<file path="src/sv/zop_pkg.sv">
// ----------------------------------------------------------------------------
// zop_pkg: shared types and constants of the zone occupancy predictor
// Function codes, Q1.15 constants, weights and the stage control struct.
// ----------------------------------------------------------------------------
package zop_pkg;

  typedef enum logic [0:0] {
    FUNC_OBSERVE = 1'b0,
    FUNC_WRITE   = 1'b1
  } zop_func_t;

  // Control bits of the item held in the compute stage.
  typedef struct packed {
    logic accepted;
    logic occupied;
  } zop_ctl_t;

  localparam logic [15:0] ONE_Q15    = 16'd32768;
  localparam logic [15:0] STEP_Q15   = 16'd8192;
  localparam logic [15:0] W_AVG      = 16'd11469;
  localparam logic [15:0] W_HIST     = 16'd9830;
  localparam logic [15:0] W_NEIGH    = 16'd6554;
  localparam logic [15:0] W_TREND    = 16'd3277;
  localparam logic [31:0] OCC_TERM   = 32'd4915 << 15;
  localparam logic [31:0] ROUND_HALF = 32'd16384;
  localparam int unsigned CONF_BASE  = 14746;
  localparam int unsigned CONF_SPAN  = 18022;

  // Default history profile by hour band, and the per-zone bias.
  localparam logic [15:0] PROF_MORNING = 16'd20316;
  localparam logic [15:0] PROF_DAY     = 16'd9830;
  localparam logic [15:0] PROF_EVENING = 16'd23593;
  localparam logic [15:0] PROF_LATE    = 16'd11469;
  localparam logic [15:0] PROF_NIGHT   = 16'd3932;
  localparam logic [15:0] BIAS_UP      = 16'd1638;
  localparam logic [15:0] BIAS_DOWN    = 16'd1311;

  localparam int unsigned HOURS = 24;

endpackage

</file>
<file path="src/sv/zop_calc.sv">
// ----------------------------------------------------------------------------
// zop_calc: prediction arithmetic of one observe item
// Average update, sample count, weighted probability sum and confidence.
// ----------------------------------------------------------------------------
module zop_calc #(
  parameter int SAMPLE_FULL = 20,
  parameter int SW          = 5
) (
  input  zop_pkg::zop_ctl_t ctl,
  input  logic [15:0]       old_avg,
  input  logic [SW-1:0]     old_samples,
  input  logic [15:0]       hist,
  input  logic [15:0]       lo_avg,
  input  logic [15:0]       hi_avg,
  output logic [15:0]       new_avg,
  output logic [SW-1:0]     new_samples,
  output logic              accepted,
  output logic [15:0]       probability,
  output logic [15:0]       confidence
);

  logic [15:0] conf_tab [SAMPLE_FULL+1];

  // Confidence for each sample count, worked out at elaboration.
  for (genvar k = 0; k <= SAMPLE_FULL; k++) begin : g_conf
    localparam int unsigned CV = zop_pkg::CONF_BASE
                               + (zop_pkg::CONF_SPAN * k + SAMPLE_FULL / 2) / SAMPLE_FULL;
    assign conf_tab[k] = 16'(CV);
  end

  logic [16:0] avg_raw;
  logic [15:0] neigh;
  logic [15:0] trend;
  logic [31:0] sum;
  logic [16:0] prob_raw;

  always_comb begin
    avg_raw = {1'b0, old_avg} - {3'b000, old_avg[15:2]}
            + (ctl.occupied ? {1'b0, zop_pkg::STEP_Q15} : 17'd0);
    new_avg = (avg_raw > {1'b0, zop_pkg::ONE_Q15}) ? zop_pkg::ONE_Q15 : avg_raw[15:0];

    new_samples = (old_samples < SW'(SAMPLE_FULL)) ? old_samples + SW'(1) : old_samples;

    neigh = (lo_avg > hi_avg) ? lo_avg : hi_avg;
    trend = (new_avg > old_avg) ? new_avg - old_avg : 16'd0;

    sum = {16'd0, zop_pkg::W_AVG}   * {16'd0, new_avg}
        + {16'd0, zop_pkg::W_HIST}  * {16'd0, hist}
        + {16'd0, zop_pkg::W_NEIGH} * {16'd0, neigh}
        + {16'd0, zop_pkg::W_TREND} * {16'd0, trend}
        + (ctl.occupied ? zop_pkg::OCC_TERM : 32'd0)
        + zop_pkg::ROUND_HALF;
    prob_raw = sum[31:15];

    accepted = ctl.accepted;
    if (ctl.accepted) begin
      probability = (prob_raw > {1'b0, zop_pkg::ONE_Q15}) ? zop_pkg::ONE_Q15
                                                          : prob_raw[15:0];
      confidence  = conf_tab[new_samples];
    end else begin
      probability = '0;
      confidence  = '0;
    end
  end

endmodule

</file>
<file path="config.mk">
export PLATFORM = sky130hd
export DESIGN_NAME = zop_calc
export DESIGN_NICKNAME = d
export VERILOG_FILES = /design/src/sv/zop_pkg.sv /design/src/sv/zop_calc.sv
export SDC_FILE = /design/constraint.sdc
export NUM_CORES = 1
export LEC_CHECK = 0
export ABC_AREA = 0
export BUFFER_PORTS_ARGS = -buffer_cell sky130_fd_sc_hd__buf_2
export CAP_MARGIN = 20
export CORE_AREA = 2 2 265 267
export DETAILED_ROUTE_END_ITERATION = 7
export DIE_AREA = 0 0 267 269
export PLACE_DENSITY = 0.44
export SYNTH_ARGS = -nofsm -noshare
export SYNTH_HDL_FRONTEND = slang
export SYNTH_SLANG_ARGS = --single-unit
</file>
<file path="constraint.sdc">
create_clock -name vclk -period 24.4
set_clock_uncertainty 0.1 [all_clocks]
set_input_delay 6.1 -clock vclk [all_inputs]
set_output_delay 6.1 -clock vclk [all_outputs]
set_load 0.02 [all_outputs]
</file>
Yosys cells after proc, flatten, opt, wreduce, memory -nomap -nowiden. Memory sizes are Yosys's and may differ from the RTL's. Index checks and enable logic that the tools add are counted.

Register bits after elaboration: 0. Bits in read-only memories: 512. Input bits: 71. Output and inout port bits: 54. Logic and storage cells: 32. Memories kept: 1.

Memories: (name not given) (depth 32, bits a word 16, read ports 1, clocked after Yosys merged registers in 0, write ports 0, RTL line zop_calc.sv:59) `confidence = conf_tab[new_samples];`.

Add/sub/neg operators: 9. Multipliers: 4. Magnitude comparators: 6. Muxes and demuxes: 11. Bitwise operators: 1.

Operator list (number): $mux W16 (8); $add A32 B28 Y32 (2); $mul A12 B16 Y28 const A (2); $gt A17 B16 Y1 const B (2); $add A31 B29 Y32 (1); $add A32 B15 Y32 const B (1); $gt A16 B16 Y1 (2); $add A30 B30 Y31 (1); $mul A14 B16 Y30 const A (1); $mul A13 B16 Y29 const A (1); $mux W28 (1); $add A17 B14 Y17 (1); $sub A16 B14 Y17 (1); $sub A16 B16 Y16 (1); $mux W14 (1); $ge A6 B6 Y1 const B (1); $not A5 Y6 (1); $add A5 B1 Y5 const B (1); $lt A5 B5 Y1 const B (1); $mux W5 (1).

Depth between registers and ports, before layout.
Depth after elaboration: 13. Gate-level depth with buffers: 59. Mapped depth without buffers: 56.

Worst setup path before layout. Ideal clock, no wire load.

Path type: input-to-output. From: in old_avg[3]. To: out probability[4]. Arrival time: 18.763 ns. Data required time: 18.200 ns. Path slack: -0.563 ns. Stages: 54. Buffers on the path: 3. Path through: inv_1 -> ha_1 -> ha_1 -> fa_1 -> a21o_1 -> a311o_1 -> a21o_1 -> a211oi_1 -> nand4_1 -> nor4b_2 -> o21ai_1 -> buf_2 -> inv_1 -> and2_1 -> ha_1 -> a21o_1 -> a21o_1 -> a2111oi_0 -> [... 18 more ...] -> fa_1 -> inv_1 -> fa_1 -> inv_1 -> ha_1 -> clkbuf_1 -> and3_1 -> nand2_1 -> o21bai_1 -> a21oi_1 -> o21ai_0 -> a21oi_1 -> o21ai_0 -> a21oi_1 -> o21ai_2 -> mux2i_1 -> nand4_2 -> a311oi_1.

Word-level cells in the longest chain between the ends: 13. Elaborated cells between the ends (all ways): 17. Those cells by class: add/sub (8); mul (2); order compare (3); mux (4).

Ends and longest elaborated chain: from (decl) (RTL line zop_calc.sv:10) `input logic [15:0] old_avg,`; $sub A16 B14 Y17 (*) (RTL line zop_calc.sv:38) `avg_raw = {1'b0, old_avg} - {3'b000, old_avg[15:2]}`; $add A17 B14 Y17 (*) (RTL line zop_calc.sv:39) `+ (ctl.occupied ? {1'b0, zop_pkg::STEP_Q15} : 17'd0);`; $gt A17 B16 Y1 (RTL line zop_calc.sv:40) `new_avg = (avg_raw > {1'b0, zop_pkg::ONE_Q15}) ? zop_pkg::ONE_Q15 : avg_raw[15:0];`; $mux W16 (*) (RTL line zop_calc.sv:40); net new_avg[2] (RTL line zop_calc.sv:15) `output logic [15:0] new_avg,`; $mul A14 B16 Y30, or another cell as far along (RTL line zop_calc.sv:47) `sum = {16'd0, zop_pkg::W_AVG} * {16'd0, new_avg}`; $add A30 B30 Y31 / $mux W16 (equally long branches) (RTL line zop_calc.sv:48, zop_calc.sv:45); $add A31 B29 Y32 / $mul A12 B16 Y28 (equally long branches) (RTL line zop_calc.sv:49, zop_calc.sv:50); $add A32 B28 Y32 (*) (RTL line zop_calc.sv:50) `+ {16'd0, zop_pkg::W_TREND} * {16'd0, trend}`; $add A32 B28 Y32 (*) (RTL line zop_calc.sv:51) `+ (ctl.occupied ? zop_pkg::OCC_TERM : 32'd0)`; $add A32 B15 Y32 (*) (RTL line zop_calc.sv:52) `+ zop_pkg::ROUND_HALF;`; $gt A17 B16 Y1 (RTL line zop_calc.sv:57) `probability = (prob_raw > {1'b0, zop_pkg::ONE_Q15}) ? zop_pkg::ONE_Q15`; $mux W16 (*) (RTL line zop_calc.sv:57); $mux W16 (*) (RTL line zop_calc.sv:56) `if (ctl.accepted) begin`; to (decl) (RTL line zop_calc.sv:18) `output logic [15:0] probability,`.

The timed path passes the listed nets; every way through them passes the cells marked *.

Final worst setup path.
From: in old_avg[9]. To: out probability[4].

Word-level cells in the longest chain between the ends: 13. Elaborated cells between the ends (all ways): 17. Those cells by class: add/sub (8); mul (2); order compare (3); mux (4).

Ends and longest elaborated chain (RTL line): $sub A16 B14 Y17 (zop_calc.sv:38); $add A17 B14 Y17 (zop_calc.sv:39); $gt A17 B16 Y1 (zop_calc.sv:40); $mux W16 (zop_calc.sv:40); $mul A14 B16 Y30, or another cell as far along (zop_calc.sv:47); $add A30 B30 Y31 / $mux W16 (equally long branches) (zop_calc.sv:48, zop_calc.sv:45); $add A31 B29 Y32 / $mul A12 B16 Y28 (equally long branches) (zop_calc.sv:49, zop_calc.sv:50); $add A32 B28 Y32 (*) (zop_calc.sv:50); $add A32 B28 Y32 (*) (zop_calc.sv:51); $add A32 B15 Y32 (*) (zop_calc.sv:52); $gt A17 B16 Y1 (zop_calc.sv:57); $mux W16 (*) (zop_calc.sv:57); $mux W16 (*) (zop_calc.sv:56).

Every way passes the cells marked *; elsewhere a longest branch is shown, timed or not.

==> flow_metrics.tcl <==
set metrics [dict create \
    fmax_mhz 41.6 \
    cp_data_arrival_time_ns 17.82 \
    multi_input_area_um2 18600 \
    initial_core_util_pct 29.6 \
    vias 16000 \
    syn-num-nets 3201 \
    dieWidth_um 267 \
    port_buffers 125 \
    crit_path_end_kind "primary output" \
    ys_seq_area_share_pct 0 \
    critical_path.max_stage_delay_ns 0.59 \
    row_count 97 \
    grt_pass1_vias 17200 \
    netlist.area_leader.share_pct 35.7 \
    hold_start "ctl[1]" \
    routabilityCongestion 0.949 \
    syn_area_per_cell_um2 8.99 \
    nClkBuffers 0 \
    dieArea_um2 71800 \
    finalCritPeriodShare_pct 98.4 \
    whs_path_depth 2 \
    fillers 7214 \
    pre_cts_ws_ns -0.492 \
    min_path_type "in -> out" \
    synthTopCellsByArea "fa_1, ha_1, inv_1" \
    drtAntennaViolNets 0 \
    fin_ws_ns 0.380 \
    crit_type "in -> out" \
    cp.required_ns 18.20 \
    synth_warnings 0 \
    nets 3505 \
    grt_pass1_wl_mm 96.0 \
    slew_headroom_pct 31.1 \
    syn_area_um2 20500 \
    cp.depth 50 \
    first_iter_violations 561 \
    fp.dieH_um 269 \
    layout-drive-gt1-share_pct 16.5 \
    wl_per_cell_um 17.2 \
    maxCapViolCount 0 \
    overflow 0 \
    wirelength_mm 60.7 \
    worst-path-buf-inv 12 \
    antenna_found_initial 0 \
    firstDrtPassIters 5 \
    drc 0 \
    worstPathMaxFanout 6 \
    tightest_slew_ns 1.02 \
    holdBufCountCts 0 \
    grt_max_degree 20 \
    critical-path-top-delay-family "adder cells" \
    grt_usage_pct 17.2 \
    cpMaxStageDelayCell "fa_1" \
    areaGrowthSynthToFinish_pct 19.0 \
    core_um2 69300 \
    cp-startpoint "old_avg[9]" \
    maxSlewViolCount 0 \
    viasPerCell 4.55 \
    status "complete, no violations" \
    seq_cell_count 0 \
    n_antenna_cell 0 \
    regArea_um2 0 \
    hold_end "accepted" \
    yosys.area.top_type "fa_1" \
    hpwl_mm 56.3 \
    ios 125 \
    hold_viol_final 0 \
    cp-start-kind "input port" \
    setup_viol 0 \
    fin_crit_ns 24.02 \
    syn_inst 2280 \
    synth.distinct_cells 67 \
]
## cells by family after synthesis
group	after synthesis	synth area share, %
muxes	8	0.397
xor gates and xnor gates	78	3.33
AOI/OAI and AO/OA	336	10.4
adders and majority gates	850	65.3
and+or+nand+nor	334	8.22
buffers and inverters	674	12.4
## metal layers
layer	GRT usage, %	wire length, µm
met1	22.4	26900
met2	32.6	32000
met3	0.795	1230
met4	1.12	569
met5	0	0
## cell usage after synthesis (4+ instances only)
library cell and number:
a21boi_0 6, a2111oi_0 5, nand4_1 14, nand2_1 68, o31ai_1 4, nor2_1 92
a211oi_1 12, or3_1 8, o21a_1 14, a31oi_1 12, nand2b_1 16, nor3b_1 4
a211o_1 4, o211ai_1 9, inv_1 654, and3_1 19, ha_1 484, a21o_1 46
nand3_1 26, and2_1 19, clkbuf_1 15, o21ai_0 76, or4_1 4, nor3_1 24
o2111ai_1 4, xor2_1 27, xnor2_1 51, o21bai_1 12, a21oi_1 95, or2_2 8
mux2i_1 7, nor2b_1 17, fa_1 366
## layout by cell type, fill, tap and decap left out, types with 49 or more instances in the layout
| master | instances |
|---|---|
| buf_4 | 193 |
| nor2_1 | 80 |
| buf_2 | 120 |
| inv_1 | 645 |
| nand2_1 | 65 |
| fa_1 | 357 |
| o21ai_0 | 62 |
| a21oi_1 | 89 |
| xnor2_1 | 49 |
| ha_1 | 466 |
## worst max-delay path by stage
stage / endpoint / slack, ns
after CTS: probability[3] / 0.02
after detailed placement: probability[13] / -0.49
final: probability[4] / 0.38
after global placement: probability[4] / -0.10
after global routing: probability[4] / -0.09
after floorplan: probability[10] / 0.02
## metrics by stage
step / util [%] / cells / hold slack [ns] / setup TNS [ns] / cell area [µm²]
2_1_floorplan: - / 2280 / 12.21 / 0 / 20700
6_report: 35.2 / 3522 / 12.40 / 0 / 24400
3_3_place_gp: 34.3 / 3508 / 12.41 / -0.708 / 23800
3_5_place_dp: 34.3 / 3509 / 12.41 / -6.25 / 23800
4_1_cts: 34.4 / 3510 / 12.41 / 0 / 23800
5_1_grt: 35.2 / 3522 / 12.42 / -0.258 / 24400
## cell type report
type                       count  area share [%]
timing repair buffer         320            8.89
multi-input combinational   1606            76.2
tap                          940            4.82
inverter                     656            10.1
## what timing repair did
action / 4_1_cts / 5_1_grt
endpoints found under the hold margin: 0 / 0
gates cloned: 0 / 1
buffers inserted: 1 / 11
resized for setup: 11 / 94
endpoints found under the setup margin: 16 / 16
pin swaps: 11 / 69
Power is left out: the tool's default activity adds up to more than one toggle a clock period on the data nets, which glitch-free logic cannot reach.
