[src/sv/zop_zone.sv]
// ----------------------------------------------------------------------------
// zop_zone: per-zone average and sample count store
// Registered reads of the zone and its two neighbors, one write-back per
// cycle, with valid bits for the zero reset and a bypass of the last write.
// ----------------------------------------------------------------------------
module zop_zone #(
  parameter int MAX_ZONES = 16,
  parameter int SW        = 5
) (
  input  logic                                        clk,
  input  logic                                        rst_n,
  input  logic                                        rd_en,
  input  logic                                        rd_lo_en,
  input  logic                                        rd_hi_en,
  input  logic [((MAX_ZONES > 1) ? $clog2(MAX_ZONES) : 1)-1:0] rd_zone,
  input  logic                                        wr_en,
  input  logic [15:0]                                 wr_avg,
  input  logic [SW-1:0]                               wr_samples,
  output logic [15:0]                                 cur_avg,
  output logic [SW-1:0]                               cur_samples,
  output logic [15:0]                                 lo_avg,
  output logic [15:0]                                 hi_avg
);

  localparam int ZW = (MAX_ZONES > 1) ? $clog2(MAX_ZONES) : 1;

  // Port A holds average and count (zone and lower neighbor reads),
  // port B a copy of the average for the upper neighbor read.
  logic [SW+15:0] mem_a [MAX_ZONES];
  logic [15:0]    mem_b [MAX_ZONES];
  logic [MAX_ZONES-1:0] vld_r;

  logic [ZW-1:0]  lo_zone, hi_zone;
  logic [ZW-1:0]  cur_idx_q, lo_idx_q, hi_idx_q;
  logic [SW+15:0] cur_q, lo_q;
  logic [15:0]    hi_q;
  logic           cur_vld_q, lo_vld_q, hi_vld_q;
  logic           lo_ok_q, hi_ok_q;

  logic           fwd_valid_r;
  logic [ZW-1:0]  fwd_idx_r;
  logic [15:0]    fwd_avg_r;
  logic [SW-1:0]  fwd_samples_r;

  logic           hit_cur, hit_lo, hit_hi;

  assign lo_zone = rd_zone - ZW'(1);
  assign hi_zone = rd_zone + ZW'(1);

  always_ff @(posedge clk) begin
    if (wr_en) begin
      mem_a[cur_idx_q] <= {wr_samples, wr_avg};
      mem_b[cur_idx_q] <= wr_avg;
    end
  end

  always_ff @(posedge clk) begin
    if (rd_en) begin
      cur_q     <= mem_a[rd_zone];
      cur_vld_q <= vld_r[rd_zone];
      cur_idx_q <= rd_zone;
      lo_ok_q   <= rd_lo_en;
      hi_ok_q   <= rd_hi_en;
    end
    if (rd_lo_en) begin
      lo_q     <= mem_a[lo_zone];
      lo_vld_q <= vld_r[lo_zone];
      lo_idx_q <= lo_zone;
    end
    if (rd_hi_en) begin
      hi_q     <= mem_b[hi_zone];
      hi_vld_q <= vld_r[hi_zone];
      hi_idx_q <= hi_zone;
    end
  end

  always_ff @(posedge clk) begin
    if (!rst_n) begin
      vld_r       <= '0;
      fwd_valid_r <= 1'b0;
    end else if (wr_en) begin
      vld_r[cur_idx_q] <= 1'b1;
      fwd_valid_r      <= 1'b1;
    end
  end

  always_ff @(posedge clk) begin
    if (wr_en) begin
      fwd_idx_r     <= cur_idx_q;
      fwd_avg_r     <= wr_avg;
      fwd_samples_r <= wr_samples;
    end
  end

  // The write at the edge that loaded the read registers is not in the read
  // data, so the most recent write wins wherever its zone matches.
  always_comb begin
    hit_cur = fwd_valid_r && (fwd_idx_r == cur_idx_q);
    hit_lo  = fwd_valid_r && (fwd_idx_r == lo_idx_q);
    hit_hi  = fwd_valid_r && (fwd_idx_r == hi_idx_q);

    if (hit_cur) begin
      cur_avg     = fwd_avg_r;
      cur_samples = fwd_samples_r;
    end else if (cur_vld_q) begin
      cur_avg     = cur_q[15:0];
      cur_samples = cur_q[SW+15:16];
    end else begin
      cur_avg     = '0;
      cur_samples = '0;
    end

    if (!lo_ok_q) begin
      lo_avg = '0;
    end else if (hit_lo) begin
      lo_avg = fwd_avg_r;
    end else if (lo_vld_q) begin
      lo_avg = lo_q[15:0];
    end else begin
      lo_avg = '0;
    end

    if (!hi_ok_q) begin
      hi_avg = '0;
    end else if (hit_hi) begin
      hi_avg = fwd_avg_r;
    end else if (hi_vld_q) begin
      hi_avg = hi_q;
    end else begin
      hi_avg = '0;
    end
  end

endmodule

[config.mk]
export PLATFORM = sky130hd
export DESIGN_NAME = zop_zone
export DESIGN_NICKNAME = d
export VERILOG_FILES = /design/src/sv/zop_zone.sv
export SDC_FILE = /design/constraint.sdc
export NUM_CORES = 1
export LEC_CHECK = 0
export ABC_AREA = 0
export BUFFER_PORTS_ARGS = -buffer_cell sky130_fd_sc_hd__buf_2
export CAP_MARGIN = 25
export CORE_MARGIN = 2
export CORE_UTILIZATION = 30
export DETAILED_ROUTE_END_ITERATION = 8
export GPL_ROUTABILITY_DRIVEN = 0
export HOLD_SLACK_MARGIN = 0.15
export PLACE_DENSITY = 0.41
export SYNTH_ARGS = -nofsm -noshare
export SYNTH_HDL_FRONTEND = slang
export SYNTH_SLANG_ARGS = --single-unit
[constraint.sdc]
create_clock -name clk -period 4.04 [get_ports clk]
set_input_delay 0.606 -clock clk [delete_from_list [all_inputs] [get_ports clk]]
set_output_delay 0.606 -clock clk [all_outputs]
set_load 0.01 [all_outputs]
Word-level counts from Yosys, hierarchy flattened
Memory sizes are Yosys's and may differ from the RTL's. A register that Yosys moved wholly into a read port is not among the register bits.
Index checks and enable logic that the tools add are counted.
{"block": "op_classes", "n_addsub": 2, "magnitude_cmp": 5, "eq_ne": 3, "mux": 20, "bitwise": 1, "reduce_logical": 4}
{"op": "$mux W16", "n": 8}
{"op": "$lt A4 B5 Y1 const B", "n": 4}
{"op": "$or A16 B16 Y16", "n": 1}
{"op": "$bmux W1 S4", "n": 3}
{"op": "$eq A4 B4 Y1", "n": 3}
{"op": "$mux W5", "n": 2}
{"op": "$mux W1", "n": 6}
{"op": "$add A4 B1 Y4 const B", "n": 1}
{"op": "$demux W1 S4", "n": 1}
{"op": "$ge A4 B1 Y1 const B", "n": 1}
{"op": "$logic_and A1 B1 Y1", "n": 4}
{"op": "$sub A4 B1 Y4 const B", "n": 1}
{"block": "totals", "register_bits": 59, "ram_bits": 592, "in_bits": 31, "word_cells": 50, "memories": 2}
{"memory": "mem_a", "depth": 16, "width": 21, "read_ports": 2, "rd_clocked_by_memory_dff": 2, "wr": 1, "line_no": "29", "source": "logic [SW+15:0] mem_a [MAX_ZONES];"}
{"memory": "mem_b", "depth": 16, "width": 16, "read_ports": 1, "rd_clocked_by_memory_dff": 1, "wr": 1, "line_no": "30", "source": "logic [15:0] mem_b [MAX_ZONES];"}

Logic depth before layout (Yosys ltp)
Gate-level depths: netlist (run 1).
{"block": "depth", "word_depth": 5, "ltp_mapped": 11, "ltp_nobuf": 7}

Worst setup path before layout (run 1)
OpenSTA, ideal clock, no wires.
{"block": "synth_timing", "path_type": "input to register", "startpoint": "input port wr_en", "endpoint": "memory mem_a[0][0] (netlist name), enable pin", "setup_time_ps": 428, "t_arrival_ps": 2613, "path_slack_ps": 1000, "cell_stages": 2, "n_path_buf": 0, "cell_sequence": "or3b_2 -> nor3_1"}
{"block": "synth_between", "elab_chain_cells": 2}
{"item": "start: declaration", "line_no": "16", "source": "input logic wr_en,"}
{"item": "$mux W1", "line_no": "51", "source": "if (wr_en) begin"}
{"item": "$mux W1 (not written as such)", "line_no": "52", "source": "mem_a[cur_idx_q] <= {wr_samples, wr_avg};"}
{"item": "end: declaration", "line_no": "29"}
Every way passes these cells.

Worst setup path after layout (run 1)
{"block": "layout_timing", "startpoint": "register cur_idx_q[2]", "endpoint": "output port cur_samples[0]"}
{"block": "layout_between", "elab_chain_cells": 3}
{"item": "start: declaration", "line_no": "34", "source": "logic [ZW-1:0] cur_idx_q, lo_idx_q, hi_idx_q;"}
{"item": "start signal: assignment", "line_no": "61", "source": "cur_idx_q <= rd_zone;"}
{"item": "$eq A4 B4 Y1", "line_no": "98", "source": "hit_cur = fwd_valid_r && (fwd_idx_r == cur_idx_q);"}
{"item": "$logic_and A1 B1 Y1", "line_no": "98"}
{"item": "$mux W5", "line_no": "102", "source": "if (hit_cur) begin"}
{"item": "end: declaration", "line_no": "20", "source": "output logic [SW-1:0] cur_samples,"}
Every way passes these cells.

==> run_results.csv, run 1 <==
group,metric,value,unit
cells_and_area,final_nets,1502,
cts,ctsHoldBuffers,0,
global_route,grt_pass1_vias,13300,
route,wl_per_cell,30.1,um
cts,ctsResizeCount,0,
die,die_area,0.0737,mm2
sta,tightest_slew,1.04,ns
cts,clock-sinks,448,
route,ant_nets,0,
hold_path,hold_path_class,"in -> reg",
route,dr.pass1.iters,6,
route,wl,74.0,mm
sta,hold_viol,0,
logic_synthesis,yosys_warnings,0,
die,die_w,272,um
placement,dp.cells,2367,
cells_and_area,stdcell_count,2459,
logic_synthesis,ys_seq_area_share,61.8,%
setup_path,critPathLaunchType,"register",
cts,cts-root-buf,"clkbuf_16",
pwr,switchingPower,2.85,mW
route,drc,0,
setup_path,worstSetupEndpointType,"output port",
sta,tns,0,ns
placement,dp_hpwl,47.1,mm
sta,skew,0.0179,ns
global_route,grt_max_degree,98,
logic_synthesis,synth_area,0.0215,mm2
sta,finalCriticalPeriod,3.43,ns
cells_and_area,fin_util,35.1,%
die,row_count,98,
sta,hold-worst-slack,0.387,ns
logic_synthesis,synthDistinctLibCells,44,
cts,clkLatencyLatePin,0.59,ns
cells_and_area,n_antenna_cell,0,
die,ios,84,
die,die_y,272,um
setup_path,critPathKind,"reg -> out",
die,initial_core_util,30.1,%
pwr,p_int,8.40,mW
global_route,grt-ovfl-total,0,
logic_synthesis,synth-seq-cells,448,
pwr,p_leak,8.36,nW
setup_path,worstPathRequired,3.43,ns
pwr,clkPwrFrac,40.5,%
cts,cts_tree,"yes",
outcome,status,"complete, no violations",
cells_and_area,syn2layout_area_growth,16.3,%
cts,post_cts_buffers,0,
pwr,seq_power_share,48.3,%
cts,numCtsBuffers,50,
placement,port_buffers,83,
global_route,grt_pass1_wl,104,mm
sta,rsz0062_at_grt,"false",
cts,clk_pin_slew,0.06,ns
route,drtIter0Drc,1267,
sta,drv_slew,0,
pwr,irDropWorstVdd,0.271,mV
flow_run,drv_cap,0,
sta,fin_crit_sh,84.9,%
logic_synthesis,syn_nets,1409,
sta,setup_viol,0,
logic_synthesis,syn_inst,1376,
die,core,0.0712,mm2
route,vias,13300,
pwr,sw_frac_of_total,25.3,%
cts,clockBufferDepth,3,
setup_path,cp_max_fo,9,
setup_path,arrival,2.82,ns
sta,fmax,292,MHz
global_route,gr-usage-all-layers,20.0,%
route,via_per_inst,5.41,
global_route,antenna_found_initial,1,
cts,ctsHtreeMaxLevel,2,
setup_path,reg2reg_from,"cur_idx_q[2]$_DFFE_PP_",
sta,maxSlewHeadroom,30.9,%
pwr,power_density,451,mW/mm2
logic_synthesis,syn_area_per_cell,15.6,um2
cells_and_area,drive_above_1_share,27.6,%
setup_path,startpoint,"cur_idx_q[2]$_DFFE_PP_",
pwr,p_comb_share,11.2,%
hold_path,worstHoldStart,"rd_zone[0]",
[state kept, by name, indices dropped and copies added, names as in the netlist]
name and cells:
cur_idx_q 4, lo_ok_q 1, fwd_valid_r 1, mem_a 336, cur_q 21, hi_q 16
fwd_avg_r 16, vld_r 16, fwd_samples_r 5, lo_vld_q 1, hi_idx_q 4, lo_q 16
hi_ok_q 1, lo_idx_q 4, hi_vld_q 1, fwd_idx_r 4, cur_vld_q 1
[cells in the mapped netlist (all sizes together)]
library cell | number | area share, %
ha | 2 | 0.12
or2 | 1 | 0.029
mux2 | 3 | 0.16
clkbuf | 35 | 0.61
xor2 | 3 | 0.12
o2111a | 1 | 0.052
nand4 | 19 | 0.55
o21a | 17 | 0.59
nand3b | 2 | 0.070
or4 | 1 | 0.035
nand2b | 10 | 0.29
nor3 | 4 | 0.093
buf | 67 | 1.9
nand3 | 134 | 3.4
mux2i | 90 | 4.2
or3b | 1 | 0.041
mux4 | 154 | 16
xnor2 | 9 | 0.47
a22oi | 46 | 1.6
and4 | 1 | 0.041
o211ai | 38 | 1.3
and3 | 4 | 0.12
nor2 | 14 | 0.24
a221o | 7 | 0.33
a21boi | 32 | 1.1
nor2b | 1 | 0.029
dfxtp | 17 | 1.6
a22o | 7 | 0.29
o31ai | 1 | 0.099
inv | 27 | 0.47
o2111ai | 1 | 0.041
nand2 | 191 | 3.3
nor4 | 1 | 0.029
edfxtp | 431 | 60
and2 | 2 | 0.058
a21oi | 2 | 0.15
[worst paths after layout]
check / cells past startpoint / slack (ns) / to
setup / recovery: 5 / 0.61 / cur_samples[0]
hold / removal: 1 / 0.39 / cur_idx_q[0]$_DFFE_PP_
setup reg to reg: 3 / 1.71 / mem_a[7][6]$_DFFE_PP_
hold reg to reg: 1 / 0.49 / vld_r[0]$_SDFFE_PN0P_
[critical path, cell delays in order (launching register included)]
cell	delay, ns
edfxtp_1	0.62
xor2_1	0.25
nor4_2	0.33
buf_4	0.33
mux2i_1	0.46
buf_2	0.22
[placed cells by master (no fill, tap or decap), drive strengths merged, types with 4 or more instances in the layout]
cell type / instances
a21boi: 32
a221o: 7
a22o: 7
a22oi: 46
and3: 4
buf: 143
bufinv: 4
clkbuf: 66
clkinv: 18
dfxtp: 17
edfxtp: 431
inv: 28
mux2i: 90
mux4: 154
nand2: 191
nand2b: 10
nand3: 134
nand4: 19
nor2: 14
nor3: 4
o211ai: 38
o21a: 17
xnor2: 9
[cell families after synthesis]
family,count (synthesis),share of synthesized area [%]
AOI/OAI and AO/OA,152,5.60
xor gates and xnor gates,12,0.594
adders and majority gates,2,0.116
buffers and inverters,129,2.94
DFF,448,61.8
muxes,247,20.6
and+or+nand+nor,386,8.35
[metal layers]
layer	part of all wire, %	routed length [um]	vias up	GRT usage [%]
met2	47	34700	471	32.2
li1	-	-	5698	-
met3	5.6	4160	113	3.16
met1	45	33200	7020	28.2
met5	0.018	13	-	0
met4	2.5	1840	2	5.22
[power groups by stage]
stage                     Combinational (mW)  Clock (mW)  Sequential, mW
after floorplan                        0.772           0            5.43
after global placement                  1.27           0            5.53
after detailed placement                1.28           0            5.53
after CTS                               1.28        4.68            5.43
after global routing                    1.35        4.86            5.45
final                                   1.26        4.55            5.44
[per-stage QoR]
step | worst slack, ns | power, mW | cell area, um2
floorplan | 1.00 | 6.20 | 21500
global placement | 0.936 | 6.80 | 23300
detailed placement | 0.929 | 6.81 | 23400
CTS | 0.578 | 11.4 | 25000
global route | 0.502 | 11.7 | 25000
finish | 0.612 | 11.3 | 25000
[area by class of cell]
class	instances	area, um2
clock buffers	66	1380
repair buffers	143	1070
inverters	27	104
well taps	950	1190
clock inverters	26	229
multi-input cells	799	7710
fillers	6766	46300
flip-flops and latches	448	13300
Note: power is estimated with default switching activity, not from simulation.
==> run 2, diff against run 1 <==
- PLACE_DENSITY: 0.41 -> 0.42
- clock period: 4.04 -> 3 ns (I/O delays scaled with it)
==> run_results.csv, run 2 (synthesis results as in run 1) <==
group,metric,value,unit
setup_path,critPathMaxStageDelay,0.44,ns
cts,cts-root-buf,"clkbuf_16",
sta,setup_viol,0,
cells_and_area,stdcell_count,2498,
placement,post-place-ws,0.397,ns
setup_path,cp_max_fo,5,
cts,clk_pin_slew,0.06,ns
setup_path,worstPathRequired,2.55,ns
cells_and_area,n_antenna_cell,0,
placement,dp_hpwl,46.0,mm
global_route,antenna_found_initial,2,
cts,clockBufferDepth,3,
sta,hold_viol,0,
setup_path,rrSetupSlack,0.79,ns
sta,drv_slew,0,
flow_run,drv_cap,0,
route,drc,0,
setup_path,path_delay_family,"buffers and inverters",
route,ant_nets,0,
placement,dp.cells,2393,
cells_and_area,final_nets,1539,
sta,fmax,347,MHz
cells_and_area,reg.largest.list,"mem_a (336), cur_q (21)",
global_route,grt-ovfl-total,0,
global_route,gr-usage-all-layers,19.6,%
cells_and_area,final_common_cell,"edfxtp_1",
pwr,irDropWorstVdd,0.400,mV
placement,port_buffers,83,
setup_path,reg2reg_from,"cur_idx_q[0]$_DFFE_PP_",
setup_path,cp.depth,7,
cts,clock-sinks,448,
cells_and_area,layout_common_cells,"edfxtp_1, nand2_1, mux4_2, nand3_1, mux2i_1",
sta,fin_ws,0.120,ns
sta,tns,0,ns
placement,placed_area,0.0237,mm2
cts,ctsHtreeMaxLevel,2,
die,row_count,98,
cells_and_area,design_area,0.0255,mm2
setup_path,crit_top_cell,"buf_6",
die,die_y,272,um
global_route,grt_max_degree,68,
die,core,0.0712,mm2
route,wl,72.7,mm
setup_path,critPathKind,"reg -> out",
die,initial_core_util,30.1,%
cells_and_area,n_fill_cell,6777,
outcome,status,"complete, no violations",
cells_and_area,drive_above_1_share,29.8,%
cells_and_area,max_flop_register,"mem_a",
cells_and_area,largest_reg_flops,336,
setup_path,worstSetupEndpointType,"output port",
route,wl_per_cell,29.1,um
cts,cts_tree,"yes",
pwr,p_leak,8.66,nW
setup_path,rr_endpoint,"mem_a[0][19]$_DFFE_PP_",
sta,fin_crit_sh,96.0,%
route,via_per_inst,5.37,
pwr,power_density,607,mW/mm2
sta,skew,0.0153,ns
die,ios,84,
route,drtIter0Drc,1319,
die,die_area,0.0737,mm2
setup_path,worst-r2r-cell-count,4,
route,vias,13400,
global_route,grt_pass1_vias,13300,
route,dr.pass1.iters,5,
setup_path,arrival,2.43,ns
hold_path,hold_path_class,"in -> reg",
die,die_w,272,um
cts,numCtsBuffers,52,
setup_path,startpoint,"fwd_idx_r[3]$_DFFE_PP_",
cts,clkLatencyLatePin,0.61,ns
sta,maxSlewHeadroom,37.2,%
setup_path,critPathLaunchType,"register",
cells_and_area,syn2layout_area_growth,18.9,%
setup_path,cp_cell_sequence,"xor2_1, nor4_4, buf_6, buf_12, buf_6, mux2i_4, buf_2",
global_route,grt_pass1_wl,102,mm
sta,tightest_slew,0.941,ns
setup_path,endpoint,"cur_samples[0]",
setup_path,critPathSlowestCell,"edfxtp_1",
sta,rsz0062_at_grt,"false",
setup_path,crit_buf_inv,4,
sta,finalCriticalPeriod,2.88,ns
[run 2: cell type report]
type	instances	area [um2]	area share, %
clock inverter	28	292	1.14
timing repair buffer	178	1500	5.87
inverter	27	104	0.407
tap	950	1190	4.65
multi-input combinational	799	7760	30.4
sequential	448	13300	52.0
clock buffer	68	1410	5.53
[run 2: layer usage]
layer	wire [um]	vias to the layer above	GRT usage, %
li1	-	5784	-
met1	33600	7058	28.0
met2	32900	458	30.4
met3	4370	101	3.67
met4	1850	2	5.39
met5	7	-	0
[run 2: how the worst min path moves through the flow]
stage	start	to	slack [ns]	cells past startpoint
finish	wr_avg[4]	fwd_avg_r[4]$_DFFE_PP_	0.24	1
global route	wr_avg[15]	fwd_avg_r[15]$_DFFE_PP_	0.23	1
CTS	wr_avg[15]	mem_a[11][15]$_DFFE_PP_	0.21	1
detailed placement	vld_r[12]$_SDFFE_PN0P_	vld_r[12]$_SDFFE_PN0P_	0.48	1
global placement	vld_r[2]$_SDFFE_PN0P_	vld_r[2]$_SDFFE_PN0P_	0.47	1
floorplan	cur_idx_q[2]$_DFFE_PP_	fwd_idx_r[2]$_DFFE_PP_	0.42	0
[run 2: power breakdown]
part | internal (mW) | total, mW | switching, mW
Clock | 3.82 | 6.40 | 2.59
Sequential | 7.12 | 7.31 | 0.186
Combinational | 0.685 | 1.79 | 1.11
[run 2: what timing repair did]
action / CTS / global route
hold buffers: 0 / 0
pin swaps: 1 / 2
gates cloned: 0 / 1
setup buffers: 2 / 6
endpoints found under the setup margin: 11 / 17
gates resized for setup: 5 / 7
[run 2: metrics by stage]
stage	power [mW]	hold slack (ns)	util, %
after detailed placement	9.21	0.476	33.3
after CTS	15.7	0.210	35.7
after global placement	9.21	0.470	33.2
after global routing	16.1	0.228	35.9
after floorplan	8.35	0.424	-
final	15.5	0.237	35.9
==> run 3, diff against run 2 <==
- PLACE_DENSITY: 0.42 -> 0.41
- clock period: 3 -> 3.67 ns (I/O delays scaled with it)
==> run_results.csv, run 3 (synthesis results as in run 1) <==
group,metric,value,unit
setup_path,path_delay_family,"flip-flops",
pwr,irDropWorstVdd,0.327,mV
setup_path,crit_buf_inv,2,
pwr,fin_total_pwr,12.3,mW
hold_path,hold_path_class,"in -> reg",
setup_path,rrSetupSlack,1.52,ns
setup_path,cp_max_fo,9,
sta,skew,0.0162,ns
global_route,antenna_found_initial,1,
die,die_area,0.0737,mm2
route,drtIter0Drc,1226,
setup_path,cp_cell_sequence,"xor2_1, nor4_2, buf_4, mux2i_1, buf_2",
cts,post_cts_buffers,0,
sta,rsz0062_at_grt,"false",
setup_path,worstPathRequired,3.12,ns
cells_and_area,reg.largest.list,"mem_a (336), cur_q (21)",
global_route,grt_max_degree,97,
route,vias,13200,
cells_and_area,drive_above_1_share,27.5,%
cts,clock-sinks,448,
die,ios,84,
global_route,grt-ovfl-total,0,
cts,ctsHoldBuffers,0,
cts,ctsResizeCount,0,
route,via_per_inst,5.38,
cells_and_area,n_antenna_cell,0,
placement,dp_hpwl,45.0,mm
route,drc,0,
sta,hold_viol,0,
cts,cts-root-buf,"clkbuf_16",
sta,setup_viol,0,
sta,fmax,310,MHz
sta,maxSlewHeadroom,30.4,%
pwr,p_leak,8.36,nW
setup_path,critPathKind,"reg -> out",
cts,numCtsBuffers,50,
sta,tns,0,ns
cells_and_area,final_common_cell,"edfxtp_1",
cells_and_area,largest_reg_flops,336,
setup_path,worstSetupEndpointType,"output port",
route,dr.pass1.iters,5,
cts,cts_tree,"yes",
cells_and_area,layout_common_cells,"edfxtp_1, nand2_1, mux4_2, nand3_1, mux2i_1",
global_route,grt_pass1_wl,104,mm
sta,tightest_slew,1.04,ns
placement,port_buffers,83,
global_route,grt_pass1_vias,13500,
cells_and_area,fin_util,35.0,%
die,die_y,272,um
cts,clkLatencyLatePin,0.60,ns
placement,placed_area,0.0234,mm2
outcome,status,"complete, no violations",
setup_path,arrival,2.67,ns
route,ant_nets,0,
setup_path,critPathLaunchType,"register",
cells_and_area,syn2layout_area_growth,16.1,%
setup_path,critPathMaxStageDelay,0.56,ns
route,wl,72.9,mm
cells_and_area,final_nets,1500,
sta,fin_crit_sh,87.8,%
die,core,0.0712,mm2
sta,finalCriticalPeriod,3.22,ns
flow_run,drv_cap,0,
die,row_count,98,
cells_and_area,max_flop_register,"mem_a",
pwr,power_density,492,mW/mm2
cells_and_area,n_fill_cell,6762,
cts,clockBufferDepth,3,
die,die_w,272,um
die,initial_core_util,30.1,%
setup_path,critPathSlowestCell,"edfxtp_1",
sta,fin_ws,0.448,ns
placement,post-place-ws,0.568,ns
route,wl_per_cell,29.7,um
cts,clk_pin_slew,0.06,ns
sta,drv_slew,0,
global_route,gr-usage-all-layers,19.8,%
cts,ctsHtreeMaxLevel,2,
cells_and_area,design_area,0.0249,mm2
[run 3: cell count changes in the layout (fill, tap and decap cells not counted), moves of 3 or more]
cell	delta
mux2i_1	+3
clkbuf_1	-3
mux2i_4	-3
buf_4	-25
clkbuf_16	-3
buf_12	-9
[run 3: stage by stage]
stage / hold WS, ns / instances
floorplan: 0.424 / 1376
global placement: 0.473 / 2364
detailed placement: 0.479 / 2365
CTS: 0.312 / 2453
global route: 0.325 / 2453
finish: 0.337 / 2453
[run 3: path summary, 6_finish.rpt]
| path | endpoint | start | cells after the start |
|---|---|---|---|
| setup / recovery | cur_avg[4] | cur_idx_q[3]$_DFFE_PP_ | 5 |
| hold / removal | cur_idx_q[0]$_DFFE_PP_ | rd_zone[0] | 1 |
| hold reg to reg | vld_r[4]$_SDFFE_PN0P_ | vld_r[4]$_SDFFE_PN0P_ | 1 |
| setup reg to reg | mem_a[11][19]$_DFFE_PP_ | cur_idx_q[2]$_DFFE_PP_ | 3 |
[run 3: area by class of cell]
cell class | count | area (um2) | area share [%]
Clock buffer | 62 | 1340 | 5.36
Clock inverter | 26 | 223 | 0.893
Inverter | 27 | 104 | 0.416
Multi-Input combinational cell | 799 | 7710 | 30.9
Sequential cell | 448 | 13300 | 53.3
Tap cell | 950 | 1190 | 4.77
Timing Repair Buffer | 141 | 1100 | 4.39
[run 3: report_power, final]
part | internal, mW | switching [mW] | total (mW)
logic | 0.512 | 0.879 | 1.39
clock network | 2.84 | 2.05 | 4.89
registers | 5.82 | 0.161 | 5.98
[run 3: metal layers]
layer	share of wire [%]	track usage [%]
met4	3.0	6.22
met3	5.5	2.77
met1	45	28.3
met5	0	0
met2	46	31.3
